File: config.mk
export PLATFORM = sky130hd
export DESIGN_NAME = utf8_to_utf16_transcoder_top
export DESIGN_NICKNAME = d
export VERILOG_FILES = /design/src/u8u16_pkg.sv /design/src/utf8_to_utf16_transcoder_top.sv /design/src/u8u16_ctrl.sv /design/src/u8u16_datapath.sv
export SDC_FILE = /design/constraint.sdc
export NUM_CORES = 1
export LEC_CHECK = 0
export BUFFER_PORTS_ARGS = -buffer_cell sky130_fd_sc_hd__buf_2
export CAP_MARGIN = 20
export CORE_AREA = 2 2 179 181
export DETAILED_ROUTE_END_ITERATION = 10
export DIE_AREA = 0 0 181 183
export PLACE_DENSITY = 0.69
export SYNTH_ARGS = -nofsm -noshare
export SYNTH_HDL_FRONTEND = slang
export SYNTH_SLANG_ARGS = --single-unit
File: constraint.sdc
create_clock -name i_clk -period 5.04 [get_ports i_clk]
set_input_delay 0.504 -clock i_clk [delete_from_list [all_inputs] [get_ports i_clk]]
set_output_delay 0.504 -clock i_clk [all_outputs]
set_load 0.01 [all_outputs]
File: src/u8u16_pkg.sv
// shared types and constants of the utf-8 to utf-16 transcoder
package u8u16_pkg;

    // largest unit count one string may ever produce, whatever the register holds
    localparam int unsigned MAX_OUT_UNITS = 65536;

    localparam logic [16:0] CAP_RESET  = 17'd65536;
    localparam logic [20:0] CP_BMP_MAX = 21'h00FFFF;
    localparam logic [20:0] CP_MAX     = 21'h10FFFF;
    localparam logic [20:0] SUPP_BASE  = 21'h010000;
    localparam logic [15:0] HI_SURR    = 16'hD800;
    localparam logic [15:0] LO_SURR    = 16'hDC00;

    typedef struct packed {
        logic [7:0] byte_in;
        logic       last_byte;
    } t_in_item;

    typedef struct packed {
        logic [15:0] code_unit;
        logic        has_unit;
        logic        end_of_string;
        logic [16:0] units_written;
    } t_out_item;

    typedef enum logic [1:0] {
        S_IDLE,
        S_STEP,
        S_DRAIN
    } t_state;

    typedef struct packed {
        logic load;
        logic step;
        logic drain;
    } t_cmd;

    typedef struct packed {
        logic step_final;
        logic res_any;
        logic drain_last;
        logic out_free;
    } t_status;

endpackage

File: src/utf8_to_utf16_transcoder_top.sv
// top level of the utf-8 to utf-16 transcoder
// Takes one UTF-8 byte per input transfer, with a flag on the string's last byte, and
// gives UTF-16 code units, one per output transfer; code points above 0xFFFF come out as a
// surrogate pair. Continuation bytes are used by their low six bits without checking,
// overlong forms pass, bad lead bytes are dropped, and a four-byte form above 0x10FFFF
// drops only its lead while the three bytes after it are decoded again as leads. A
// sequence still open at the last byte is dropped. Once a character would exceed the
// capacity register (17 bits, reset 65536, clamped to 65536) nothing more of the string
// is written. The string's final result carries end_of_string and the unit count; if the
// last byte gives no unit, a result with has_unit low is sent as the end marker. An item is
// taken while the block is idle, then the decode step handles one byte per cycle (one byte,
// or four after an out-of-range four-byte form), then each result of the item moves from a
// three-entry buffer into the output register whenever that register is free. The next byte
// is taken only once all results have left the buffer, but while the last result still
// waits in the output register. Capacity writes belong between strings or while the block
// is idle.
module utf8_to_utf16_transcoder_top (
    input  logic                 i_clk,
    input  logic                 i_rst_n,
    // input channel: one utf-8 byte per transfer
    input  logic                 i_valid,
    output logic                 o_ready,
    input  u8u16_pkg::t_in_item  i_in,
    // output channel: one utf-16 unit or end marker per transfer
    output logic                 o_valid,
    input  logic                 i_ready,
    output u8u16_pkg::t_out_item o_out,
    // capacity register write
    input  logic                 i_cfg_we,
    input  logic [16:0]          i_cfg_data
);
    import u8u16_pkg::*;

    t_cmd    w_cmd;
    t_status w_status;

    // sequencing: load, decode steps, drain
    u8u16_ctrl u_ctrl (
        .i_clk    (i_clk),
        .i_rst_n  (i_rst_n),
        .i_valid  (i_valid),
        .i_status (w_status),
        .o_ready  (o_ready),
        .o_cmd    (w_cmd)
    );

    // decode state, result buffer and output register
    u8u16_datapath u_dp (
        .i_clk       (i_clk),
        .i_rst_n     (i_rst_n),
        .i_cfg_we    (i_cfg_we),
        .i_cfg_data  (i_cfg_data),
        .i_in        (i_in),
        .i_cmd       (w_cmd),
        .i_out_ready (i_ready),
        .o_status    (w_status),
        .o_out       (o_out),
        .o_out_valid (o_valid)
    );

`ifndef ASSERT_OFF
    // a result is only moved into the output register when it can take it
    a_drain_free: assert property (@(posedge i_clk) disable iff (!i_rst_n)
        w_cmd.drain |-> w_status.out_free)
        else $error("drain while output register busy");

    // an accepted byte is decoded in the next cycle
    a_load_step: assert property (@(posedge i_clk) disable iff (!i_rst_n)
        w_cmd.load |=> w_cmd.step)
        else $error("accepted byte not decoded");

    // a result without a unit is always a clean end marker
    a_marker: assert property (@(posedge i_clk) disable iff (!i_rst_n)
        (o_valid && !o_out.has_unit) |-> (o_out.end_of_string && (o_out.code_unit == 16'd0)))
        else $error("malformed end marker");
`endif

endmodule

File: src/u8u16_ctrl.sv
// controller state machine of the utf-8 to utf-16 transcoder
module u8u16_ctrl (
    input  logic              i_clk,
    input  logic              i_rst_n,
    input  logic              i_valid,
    input  u8u16_pkg::t_status i_status,
    output logic              o_ready,
    output u8u16_pkg::t_cmd    o_cmd
);
    import u8u16_pkg::*;

    t_state r_state;
    t_state n_state;

    always_ff @(posedge i_clk) begin
        if (!i_rst_n) begin
            r_state <= S_IDLE;
        end else begin
            r_state <= n_state;
        end
    end

    always_comb begin
        n_state = r_state;
        o_ready = 1'b0;
        o_cmd   = '0;
        unique case (r_state)
            S_IDLE: begin
                o_ready = 1'b1;
                if (i_valid) begin
                    o_cmd.load = 1'b1;
                    n_state    = S_STEP;
                end
            end
            S_STEP: begin
                o_cmd.step = 1'b1;
                if (i_status.step_final) begin
                    n_state = i_status.res_any ? S_DRAIN : S_IDLE;
                end
            end
            S_DRAIN: begin
                if (i_status.out_free) begin
                    o_cmd.drain = 1'b1;
                    if (i_status.drain_last) begin
                        n_state = S_IDLE;
                    end
                end
            end
            default: begin
                n_state = S_IDLE;
            end
        endcase
    end

endmodule

File: src/u8u16_datapath.sv
// decode datapath, result buffer and output register of the utf-8 to utf-16 transcoder
module u8u16_datapath (
    input  logic                 i_clk,
    input  logic                 i_rst_n,
    input  logic                 i_cfg_we,
    input  logic [16:0]          i_cfg_data,
    input  u8u16_pkg::t_in_item  i_in,
    input  u8u16_pkg::t_cmd      i_cmd,
    input  logic                 i_out_ready,
    output u8u16_pkg::t_status   o_status,
    output u8u16_pkg::t_out_item o_out,
    output logic                 o_out_valid
);
    import u8u16_pkg::*;

    // configuration and per-string state
    logic [16:0] r_cap;
    logic [7:0]  r_held [3];
    logic [1:0]  r_held_cnt;
    logic [2:0]  r_seq_len;
    logic [16:0] r_unit_cnt;
    logic        r_stopped;
    // bytes waiting for the decode step
    logic [7:0]  r_q [3];
    logic [1:0]  r_q_cnt;
    logic        r_last;
    // results of the current item
    t_out_item   r_res [3];
    logic [1:0]  r_res_cnt;
    logic [1:0]  r_rd;
    t_out_item   r_out;
    logic        r_out_valid;

    logic [7:0]  n_held [3];
    logic [1:0]  n_held_cnt;
    logic [2:0]  n_seq_len;
    logic [16:0] n_unit_cnt;
    logic        n_stopped;
    logic [7:0]  n_q [3];
    logic [1:0]  n_q_cnt;
    logic        n_last;
    t_out_item   n_res [3];
    logic [1:0]  n_res_cnt;
    logic [1:0]  n_rd;

    logic [7:0]  w_x;
    logic [16:0] w_cap;
    logic [17:0] w_cnt_p1;
    logic [17:0] w_cnt_p2;
    logic [20:0] w_cp;
    logic [20:0] w_v;
    logic        w_complete;
    logic        w_rescan;
    logic        w_final;
    logic [1:0]  w_nadd;
    logic [1:0]  w_newcnt;
    t_out_item   w_e0;
    t_out_item   w_e1;
    logic [7:0]  d_held [3];
    logic [1:0]  d_held_cnt;
    logic [2:0]  d_seq_len;
    logic [16:0] d_unit_cnt;
    logic        d_stopped;

    assign w_x      = r_q[0];
    assign w_cap    = ({15'd0, r_cap} > MAX_OUT_UNITS) ? MAX_OUT_UNITS[16:0] : r_cap;
    assign w_cnt_p1 = {1'b0, r_unit_cnt} + 18'd1;
    assign w_cnt_p2 = {1'b0, r_unit_cnt} + 18'd2;
    assign w_v      = w_cp - SUPP_BASE;

    // one byte of decode
    always_comb begin
        d_held     = r_held;
        d_held_cnt = r_held_cnt;
        d_seq_len  = r_seq_len;
        d_unit_cnt = r_unit_cnt;
        d_stopped  = r_stopped;
        w_cp       = '0;
        w_complete = 1'b0;
        w_rescan   = 1'b0;
        w_nadd     = 2'd0;
        w_e0       = '0;
        w_e1       = '0;
        if (!r_stopped) begin
            if (r_seq_len == 3'd0) begin
                if (!w_x[7]) begin
                    w_cp       = {13'd0, w_x};
                    w_complete = 1'b1;
                end else if (w_x[7:5] == 3'b110) begin
                    d_seq_len  = 3'd2;
                    d_held[0]  = w_x;
                    d_held_cnt = 2'd1;
                end else if (w_x[7:4] == 4'b1110) begin
                    d_seq_len  = 3'd3;
                    d_held[0]  = w_x;
                    d_held_cnt = 2'd1;
                end else if (w_x[7:3] == 5'b11110) begin
                    d_seq_len  = 3'd4;
                    d_held[0]  = w_x;
                    d_held_cnt = 2'd1;
                end
            end else if (({1'b0, r_held_cnt} + 3'd1) < r_seq_len) begin
                d_held[r_held_cnt] = w_x;
                d_held_cnt         = r_held_cnt + 2'd1;
            end else begin
                unique case (r_seq_len)
                    3'd2:    w_cp = {10'd0, r_held[0][4:0], w_x[5:0]};
                    3'd3:    w_cp = {5'd0, r_held[0][3:0], r_held[1][5:0], w_x[5:0]};
                    default: w_cp = {r_held[0][2:0], r_held[1][5:0], r_held[2][5:0], w_x[5:0]};
                endcase
                d_seq_len  = 3'd0;
                d_held_cnt = 2'd0;
                w_complete = 1'b1;
            end
            if (w_complete) begin
                if (w_cp <= CP_BMP_MAX) begin
                    if (w_cnt_p1 > {1'b0, w_cap}) begin
                        d_stopped = 1'b1;
                    end else begin
                        w_nadd     = 2'd1;
                        w_e0       = '{w_cp[15:0], 1'b1, 1'b0, w_cnt_p1[16:0]};
                        d_unit_cnt = w_cnt_p1[16:0];
                    end
                end else if (w_cp <= CP_MAX) begin
                    if (w_cnt_p2 > {1'b0, w_cap}) begin
                        d_stopped = 1'b1;
                    end else begin
                        w_nadd     = 2'd2;
                        w_e0       = '{HI_SURR + {6'd0, w_v[19:10]}, 1'b1, 1'b0,
                                       w_cnt_p1[16:0]};
                        w_e1       = '{LO_SURR + {6'd0, w_v[9:0]}, 1'b1, 1'b0,
                                       w_cnt_p2[16:0]};
                        d_unit_cnt = w_cnt_p2[16:0];
                    end
                end else begin
                    w_rescan = 1'b1;
                end
            end
        end
    end

    assign w_final  = !w_rescan && (r_q_cnt == 2'd1);
    assign w_newcnt = r_res_cnt + w_nadd;

    assign o_status.step_final = w_final;
    assign o_status.res_any    = (w_newcnt != 2'd0) || r_last;
    assign o_status.drain_last = (r_rd == (r_res_cnt - 2'd1));
    assign o_status.out_free   = !r_out_valid || i_out_ready;

    always_comb begin
        n_held     = r_held;
        n_held_cnt = r_held_cnt;
        n_seq_len  = r_seq_len;
        n_unit_cnt = r_unit_cnt;
        n_stopped  = r_stopped;
        n_q        = r_q;
        n_q_cnt    = r_q_cnt;
        n_last     = r_last;
        n_res      = r_res;
        n_res_cnt  = r_res_cnt;
        n_rd       = r_rd;
        if (i_cmd.load) begin
            n_q[0]  = i_in.byte_in;
            n_q_cnt = 2'd1;
            n_last  = i_in.last_byte;
        end
        if (i_cmd.step) begin
            n_held     = d_held;
            n_held_cnt = d_held_cnt;
            n_seq_len  = d_seq_len;
            n_unit_cnt = d_unit_cnt;
            n_stopped  = d_stopped;
            if (w_rescan) begin
                // the two held continuation bytes and this one come back as leads
                n_q[0]  = r_held[1];
                n_q[1]  = r_held[2];
                n_q[2]  = w_x;
                n_q_cnt = 2'd3;
            end else begin
                n_q[0]  = r_q[1];
                n_q[1]  = r_q[2];
                n_q_cnt = r_q_cnt - 2'd1;
            end
            if (w_nadd != 2'd0) begin
                n_res[r_res_cnt] = w_e0;
            end
            if (w_nadd == 2'd2) begin
                n_res[r_res_cnt + 2'd1] = w_e1;
            end
            n_res_cnt = w_newcnt;
            if (w_final && r_last) begin
                if (w_newcnt == 2'd0) begin
                    n_res[0]  = '{16'd0, 1'b0, 1'b1, r_unit_cnt};
                    n_res_cnt = 2'd1;
                end else begin
                    n_res[w_newcnt - 2'd1].end_of_string = 1'b1;
                end
                n_held     = '{8'd0, 8'd0, 8'd0};
                n_held_cnt = 2'd0;
                n_seq_len  = 3'd0;
                n_unit_cnt = 17'd0;
                n_stopped  = 1'b0;
            end
        end
        if (i_cmd.drain) begin
            if (o_status.drain_last) begin
                n_rd      = 2'd0;
                n_res_cnt = 2'd0;
            end else begin
                n_rd = r_rd + 2'd1;
            end
        end
    end

    always_ff @(posedge i_clk) begin
        if (!i_rst_n) begin
            r_cap       <= CAP_RESET;
            r_held_cnt  <= 2'd0;
            r_seq_len   <= 3'd0;
            r_unit_cnt  <= 17'd0;
            r_stopped   <= 1'b0;
            r_q_cnt     <= 2'd0;
            r_last      <= 1'b0;
            r_res_cnt   <= 2'd0;
            r_rd        <= 2'd0;
            r_out_valid <= 1'b0;
        end else begin
            if (i_cfg_we) begin
                r_cap <= i_cfg_data;
            end
            r_held_cnt <= n_held_cnt;
            r_seq_len  <= n_seq_len;
            r_unit_cnt <= n_unit_cnt;
            r_stopped  <= n_stopped;
            r_q_cnt    <= n_q_cnt;
            r_last     <= n_last;
            r_res_cnt  <= n_res_cnt;
            r_rd       <= n_rd;
            if (i_cmd.drain) begin
                r_out_valid <= 1'b1;
            end else if (i_out_ready) begin
                r_out_valid <= 1'b0;
            end
        end
    end

    // payload registers
    always_ff @(posedge i_clk) begin
        r_held <= n_held;
        r_q    <= n_q;
        r_res  <= n_res;
        if (i_cmd.drain) begin
            r_out <= r_res[r_rd];
        end
    end

    assign o_out       = r_out;
    assign o_out_valid = r_out_valid;

endmodule
# --- Word-level counts from Yosys, hierarchy flattened ---
# Index checks and enable logic that the tools add are counted.
word_totals:
  romBits: 0
  ramBits: 0
  regBits: 238
  n_memories: 0
  latchBits: 0
classes:
  eq_ne: 21
  n_bitwise: 5
  mux: 119
  shift: 0
  div: 0
  n_reduce_logical: 28
  n_lt_le_gt_ge: 15
  n_mul: 0
  n_addsub: 13
op_table:
  columns: ["operator", "n"]
  rows:
  - ["35-bit two-way mux", 16]
  - ["105-bit two-way mux", 5]
  - ["105-bit bitwise mux", 3]
  - ["35-bit demux with 2-bit select", 3]
  - ["17-bit two-way mux", 8]
  - ["24-bit two-way mux", 3]
  - ["35-bit binary-select mux with 2-bit select", 1]
  - ["70-bit two-way mux", 1]
  - ["8-bit two-way mux", 8]
  - ["21-bit two-way mux", 3]
  - ["2-bit two-way mux", 27]
  - ["21-bit case mux with 2 select lines", 1]
  - ["18-bit by 17-bit greater-than comparator with 1-bit output", 2]
  - ["15-bit by 11-bit adder with 16-bit output (first input constant)", 2]
  - ["16-bit two-way mux", 2]
  - ["24-bit bitwise mux", 1]
  - ["1-bit two-way mux", 24]
  - ["3-bit two-way mux", 8]
  - ["21-bit by 16-bit <= comparator with 1-bit output (second input constant)", 1]
  - ["21-bit <= comparator (second input constant)", 1]
  - ["20-bit two-way mux", 1]
  - ["20-bit by 17-bit subtractor with 20-bit output (second input constant)", 1]
  - ["17-bit by 1-bit adder with 18-bit output (second input constant)", 1]
  - ["17-bit by 2-bit adder with 18-bit output (second input constant)", 1]
  - ["36 further kinds", 77]

# --- Depth between registers and ports, before layout ---
logic_depth:
  ltp_word: 22
  ltp_mapped: 25
  ltp_nobuf: 21

# --- Hierarchy ---
# Synthesis repeated with hierarchy kept, for this count alone.
hier_totals:
  cells_unflattened: 1395
  hier_area_um2: 14106.0
by_module_without_submodules:
  columns: ["mod", "instances", "area_per_inst_um2", "cells_per_inst"]
  rows:
  - ["u8u16_datapath", 1, 14000.9, 1381]
  - ["u8u16_ctrl", 1, 105.1, 14]

# --- Worst setup path after synthesis ---
# OpenSTA, ideal clock, no wires.
synth_timing:
  kind: "register to register"
  from: "reg u_dp.r_unit_cnt[2]"
  to: "reg u_dp.r_res[99] (netlist name) (data pin)"
  period_less_slack_ns: 4.971
  arrival_ns: 4.697
  setup_slack_ns: 0.069
  required_ns: 4.766
  stages_incl_launch_ff: 24
  n_path_buf: 4
  cell_sequence: "dfxtp_1 -> ha_1 -> buf_2 -> nand3_1 -> nor4_4 -> nand4_1 -> xnor2_1 -> ha_1 -> a21o_1 -> a21oi_1 -> o31a_1 -> nand3_1 -> o221a_2 -> or2_1 -> buf_6 -> inv_6 -> buf_2 -> ha_1 -> xnor2_1 -> nor3b_1 -> nand3_1 -> nand2_2 -> clkbuf_1 -> a31oi_1"
synth_via:
  elab_chain_cells: 16
  word_cells_on_any_way: 37
  cone_classes: "add/sub (4); order compare (2); eq/ne (1); mux (27); bitwise (1); reduce/logical (2)"
synth_lines:
  columns: ["item", "line", "rtl"]
  rows:
  - ["from (decl)", "u8u16_datapath.sv:21", "logic [16:0] r_unit_cnt;"]
  - ["from (signal assigned)", "u8u16_datapath.sv:233", "r_unit_cnt <= n_unit_cnt;"]
  - ["parallel branches: the longest is 15 deep, another holds 17-bit by 2-bit adder with 18-bit output", null, null]
  - ["105-bit two-way mux *", "u8u16_datapath.sv:191", "if (w_final && r_last) begin"]
  - ["to (signal assigned)", "u8u16_datapath.sv:251", "r_res <= n_res;"]
  - ["to (decl)", "u8u16_datapath.sv:28", "t_out_item r_res [3];"]
# Mark *: on every way between the ends. The select of a mux whose other input is x is not followed.
# A chain may end at the register's enable or synchronous reset.

# --- Final worst setup path ---
layout_timing:
  from: "reg u_dp.r_unit_cnt[3]"
  to: "reg u_dp.r_res[83] (netlist name) (data pin)"
# Same word-level chain as after synthesis.

==> results.sh <==
export IMPL_crit_family="compound AO/OA/AOI/OAI gates"
export IMPL_rsz0062_at_grt="no"
export IMPL_synth_xor_area_share=0.02561
export IMPL_clock_sinks=235
export IMPL_place_port_buffers=67
export IMPL_drc=0
export IMPL_seq_area_frac_synth=0.4709
export IMPL_skew_ps=21.13
export IMPL_routabilityCongestion=0.9458
export IMPL_async_flop_share=0
export IMPL_p_leak_nw=6.182
export IMPL_synth_most_common_cell="nand2_1"
export IMPL_muxShareOfSynthArea=0.1100
export IMPL_post_route_cells_drive_above_1_share=0.1702
export IMPL_syn2layout_area_growth_pct=13.70
export IMPL_r2r_start="u_dp.r_unit_cnt[3]"
export IMPL_routed_wl_um=38680
export IMPL_max_freq_ghz=0.2139
export IMPL_synthAdderAreaFrac=0.04313
export IMPL_die_width_um=181
export IMPL_crit_arrival_ps=4940
export IMPL_fin_util=0.5069
export IMPL_worst_pin_slew_ps=1008
export IMPL_setup_viol=0
export IMPL_final_setup_tns_ps=0
export IMPL_grt_max_degree=71
export IMPL_hp_class="input port to flip-flop"
export IMPL_required_ps=5310
export IMPL_cp_buffers_inverters=3
export IMPL_cts_tree="yes"
export IMPL_start_util=0.4458
export IMPL_design_die_area_sq_um=33120
export IMPL_io_pins=68
export IMPL_crit_path_max_fanout=15
export IMPL_dieHeight_um=183
export IMPL_antenna_found_initial=0
export IMPL_final_nets=1541
export IMPL_yosysWarnings=0
export IMPL_period_minus_slack_ps=4674
export IMPL_synth_top_area_frac=0.3990
export IMPL_ys_flop_type="edfxtp_1"
export IMPL_cpMaxStageDelayCell="o2111a_1"
export IMPL_p_per_area_nw_per_um2=345.7
export IMPL_synth_top_family_by_area="compound AO/OA/AOI/OAI gates"
export IMPL_place_hpwl_um=27230
export IMPL_diodes=0
export IMPL_slew_headroom=0.3104
export IMPL_grt_pass1_wl_um=61450
export IMPL_ys_top_cells_by_count="nand2_1 (187), edfxtp_1 (185), mux2i_1 (144)"
export IMPL_status="completed"
export IMPL_initialDrtViolationCount=1467
export IMPL_hold_viol_final=0
export IMPL_gr_total_overflow=0
export IMPL_clkTransAtPathRegs_ps=60
export IMPL_slowest_delay_ps=430
export IMPL_maxCapViolations=0
export IMPL_synth_simple_gate_area_frac=0.1459
export IMPL_yosys_top_cells_area="edfxtp_1 (40%), mux2i_1 (10%), dfxtp_1 (7.2%)"
export IMPL_num_rows=65
export IMPL_ctsHtreeMaxLevel=1
export IMPL_peakVddDrop_v=0.0002333
export IMPL_final_antenna_net_count=0
export IMPL_register_area_sq_um=6559
export IMPL_root_buffer="clkbuf_16"
export IMPL_maxSlewViolCount=0
export IMPL_hold_start="i_cfg_data[16]"
export IMPL_synth_cell_types=88
export IMPL_start_kind="flip-flop"
export IMPL_syn_inst=1383
export IMPL_synth_edf_count=185
export IMPL_dr_pass1_iters=5
export IMPL_clkLatencyLatePin_ps=540
export IMPL_syn_mean_instance_area_sq_um=10.07
export IMPL_cts_path_max_buffers=3
export IMPL_synth_compound_area_frac=0.1610
export IMPL_endpoint_kind="flip-flop"
export IMPL_synth_top_area_cell="edfxtp_1"
export IMPL_cts_inserted_buffers=25
export IMPL_multiInputGateArea_sq_um=6813
export IMPL_worstSetupPathType="flip-flop to flip-flop"
export IMPL_startpoint="u_dp.r_unit_cnt[3]"
export IMPL_viasPerCell=6.049
export IMPL_postCtsHoldBufs=0
export IMPL_cpMostUsedCell="buf_4"
export IMPL_grt_pass1_vias=10820
export IMPL_period_share=0.9274
export IMPL_grt_total_usage=0.2315
export IMPL_fp_coreArea_sq_um=31230
export IMPL_synth_seq_cells=235
export IMPL_nFillCells=2865
export IMPL_crit_chain="buf_4 > nand2_1 > nor3_1 > and2_1 > xnor2_1 > inv_1 > ha_1 > and3_1 > a221o_1 > a21oi_1 > o2111a_1 > nor2_4 > a21oi_2 > buf_4 > mux2i_1 > a311oi_1"
export IMPL_syn_area_sq_um=13920
export IMPL_routedWlPerCell_um=20.54
export IMPL_vias=11390
export IMPL_synth_fp_nets=1462
-- cell type report --
class,count,share of cell area
Inverter,33,0.008299
Clock inverter,13,0.007746
Timing Repair Buffer,151,0.06418
Tap cell,402,0.03177
Clock buffer,33,0.04331
Multi-Input combinational cell,1016,0.4304
Sequential cell,235,0.4143
-- stage by stage --
step | area [sq um] | hold WS, ps | power (mW) | instances | setup WS [ps]
6_report | 15830 | 208.2 | 5.473 | 1883 | 365.9
3_3_place_gp | 14980 | 468.2 | 3.606 | 1835 | 298.5
3_5_place_dp | 14980 | 480.4 | 3.646 | 1835 | 187.4
4_1_cts | 15780 | 198.0 | 5.476 | 1881 | 163.8
2_1_floorplan | 13920 | 424.4 | 3.299 | 1383 | 69.15
5_1_grt | 15830 | 215.4 | 5.693 | 1883 | 51.27
-- report_power, final --
part | total (mW) | internal [mW] | switching [mW]
registers | 2.51 | 2.38 | 0.134
logic | 1.11 | 0.431 | 0.683
clock network | 1.84 | 1.06 | 0.784
-- kinds of logic (layout without fill, tap and decap cells) --
family,after synthesis,after routing
AOI/OAI and AO/OA,337,337
xor gates and xnor gates,39,39
adders and majority gates,48,48
buffers and inverters,132,230
DFF,235,235
muxes,152,152
and+or+nand+nor,440,440
-- cells in the final DEF (no fill, tap or decap), types with 10 or more instances in the layout --
cell	count
nand2_1	187
edfxtp_1	185
mux2i_1	144
nor2_1	102
buf_4	80
o21ai_0	72
a21oi_1	70
buf_2	67
nand3_1	53
ha_1	48
dfxtp_1	48
o21ai_1	41
inv_1	30
clkbuf_16	25
xnor2_1	24
nor3_1	19
o211ai_1	18
a31oi_1	15
o221ai_1	13
and3_1	12
xor2_1	12
nand4_1	11
a22o_1	10
-- final timing paths --
kind	to	slack, ps	depth (start not counted)
max	u_dp.r_res[83]	370	16
min	u_dp.r_cap[16]	210	3
max reg2reg	u_dp.r_res[83]	370	16
min reg2reg	u_dp.r_q_cnt[1]	490	2
-- worst min-delay path, cell delays in order --
cell	delay (ps)
buf_2	70
nand2_1	50
o211ai_1	70
-- layer usage --
| layer | share of wire | routed length, um | track usage | up-vias |
|---|---|---|---|---|
| li1 | - | - | - | 5284 |
| met1 | 0.47 | 18040 | 0.3469 | 5495 |
| met2 | 0.43 | 16660 | 0.3492 | 535 |
| met3 | 0.082 | 3156 | 0.03574 | 76 |
| met4 | 0.022 | 836 | 0.06049 | 0 |
| met5 | 0 | 0 | 0 | - |
-- timing repair --
item,CTS,global route
endpoints found under the setup margin,0,26
gates resized for setup,0,4
setup buffers,0,2
-- state kept, by name, indices dropped and copies added (netlist names), 3 cells and up --
register,cells
u_dp.r_res,105
u_dp.o_out,35
u_dp.r_held,21
u_dp.r_cap,17
u_dp.r_unit_cnt,17
u_dp.r_q,16
u_dp.w_x,8
u_dp.r_seq_len,3
Power figures use the tool's default switching activity.
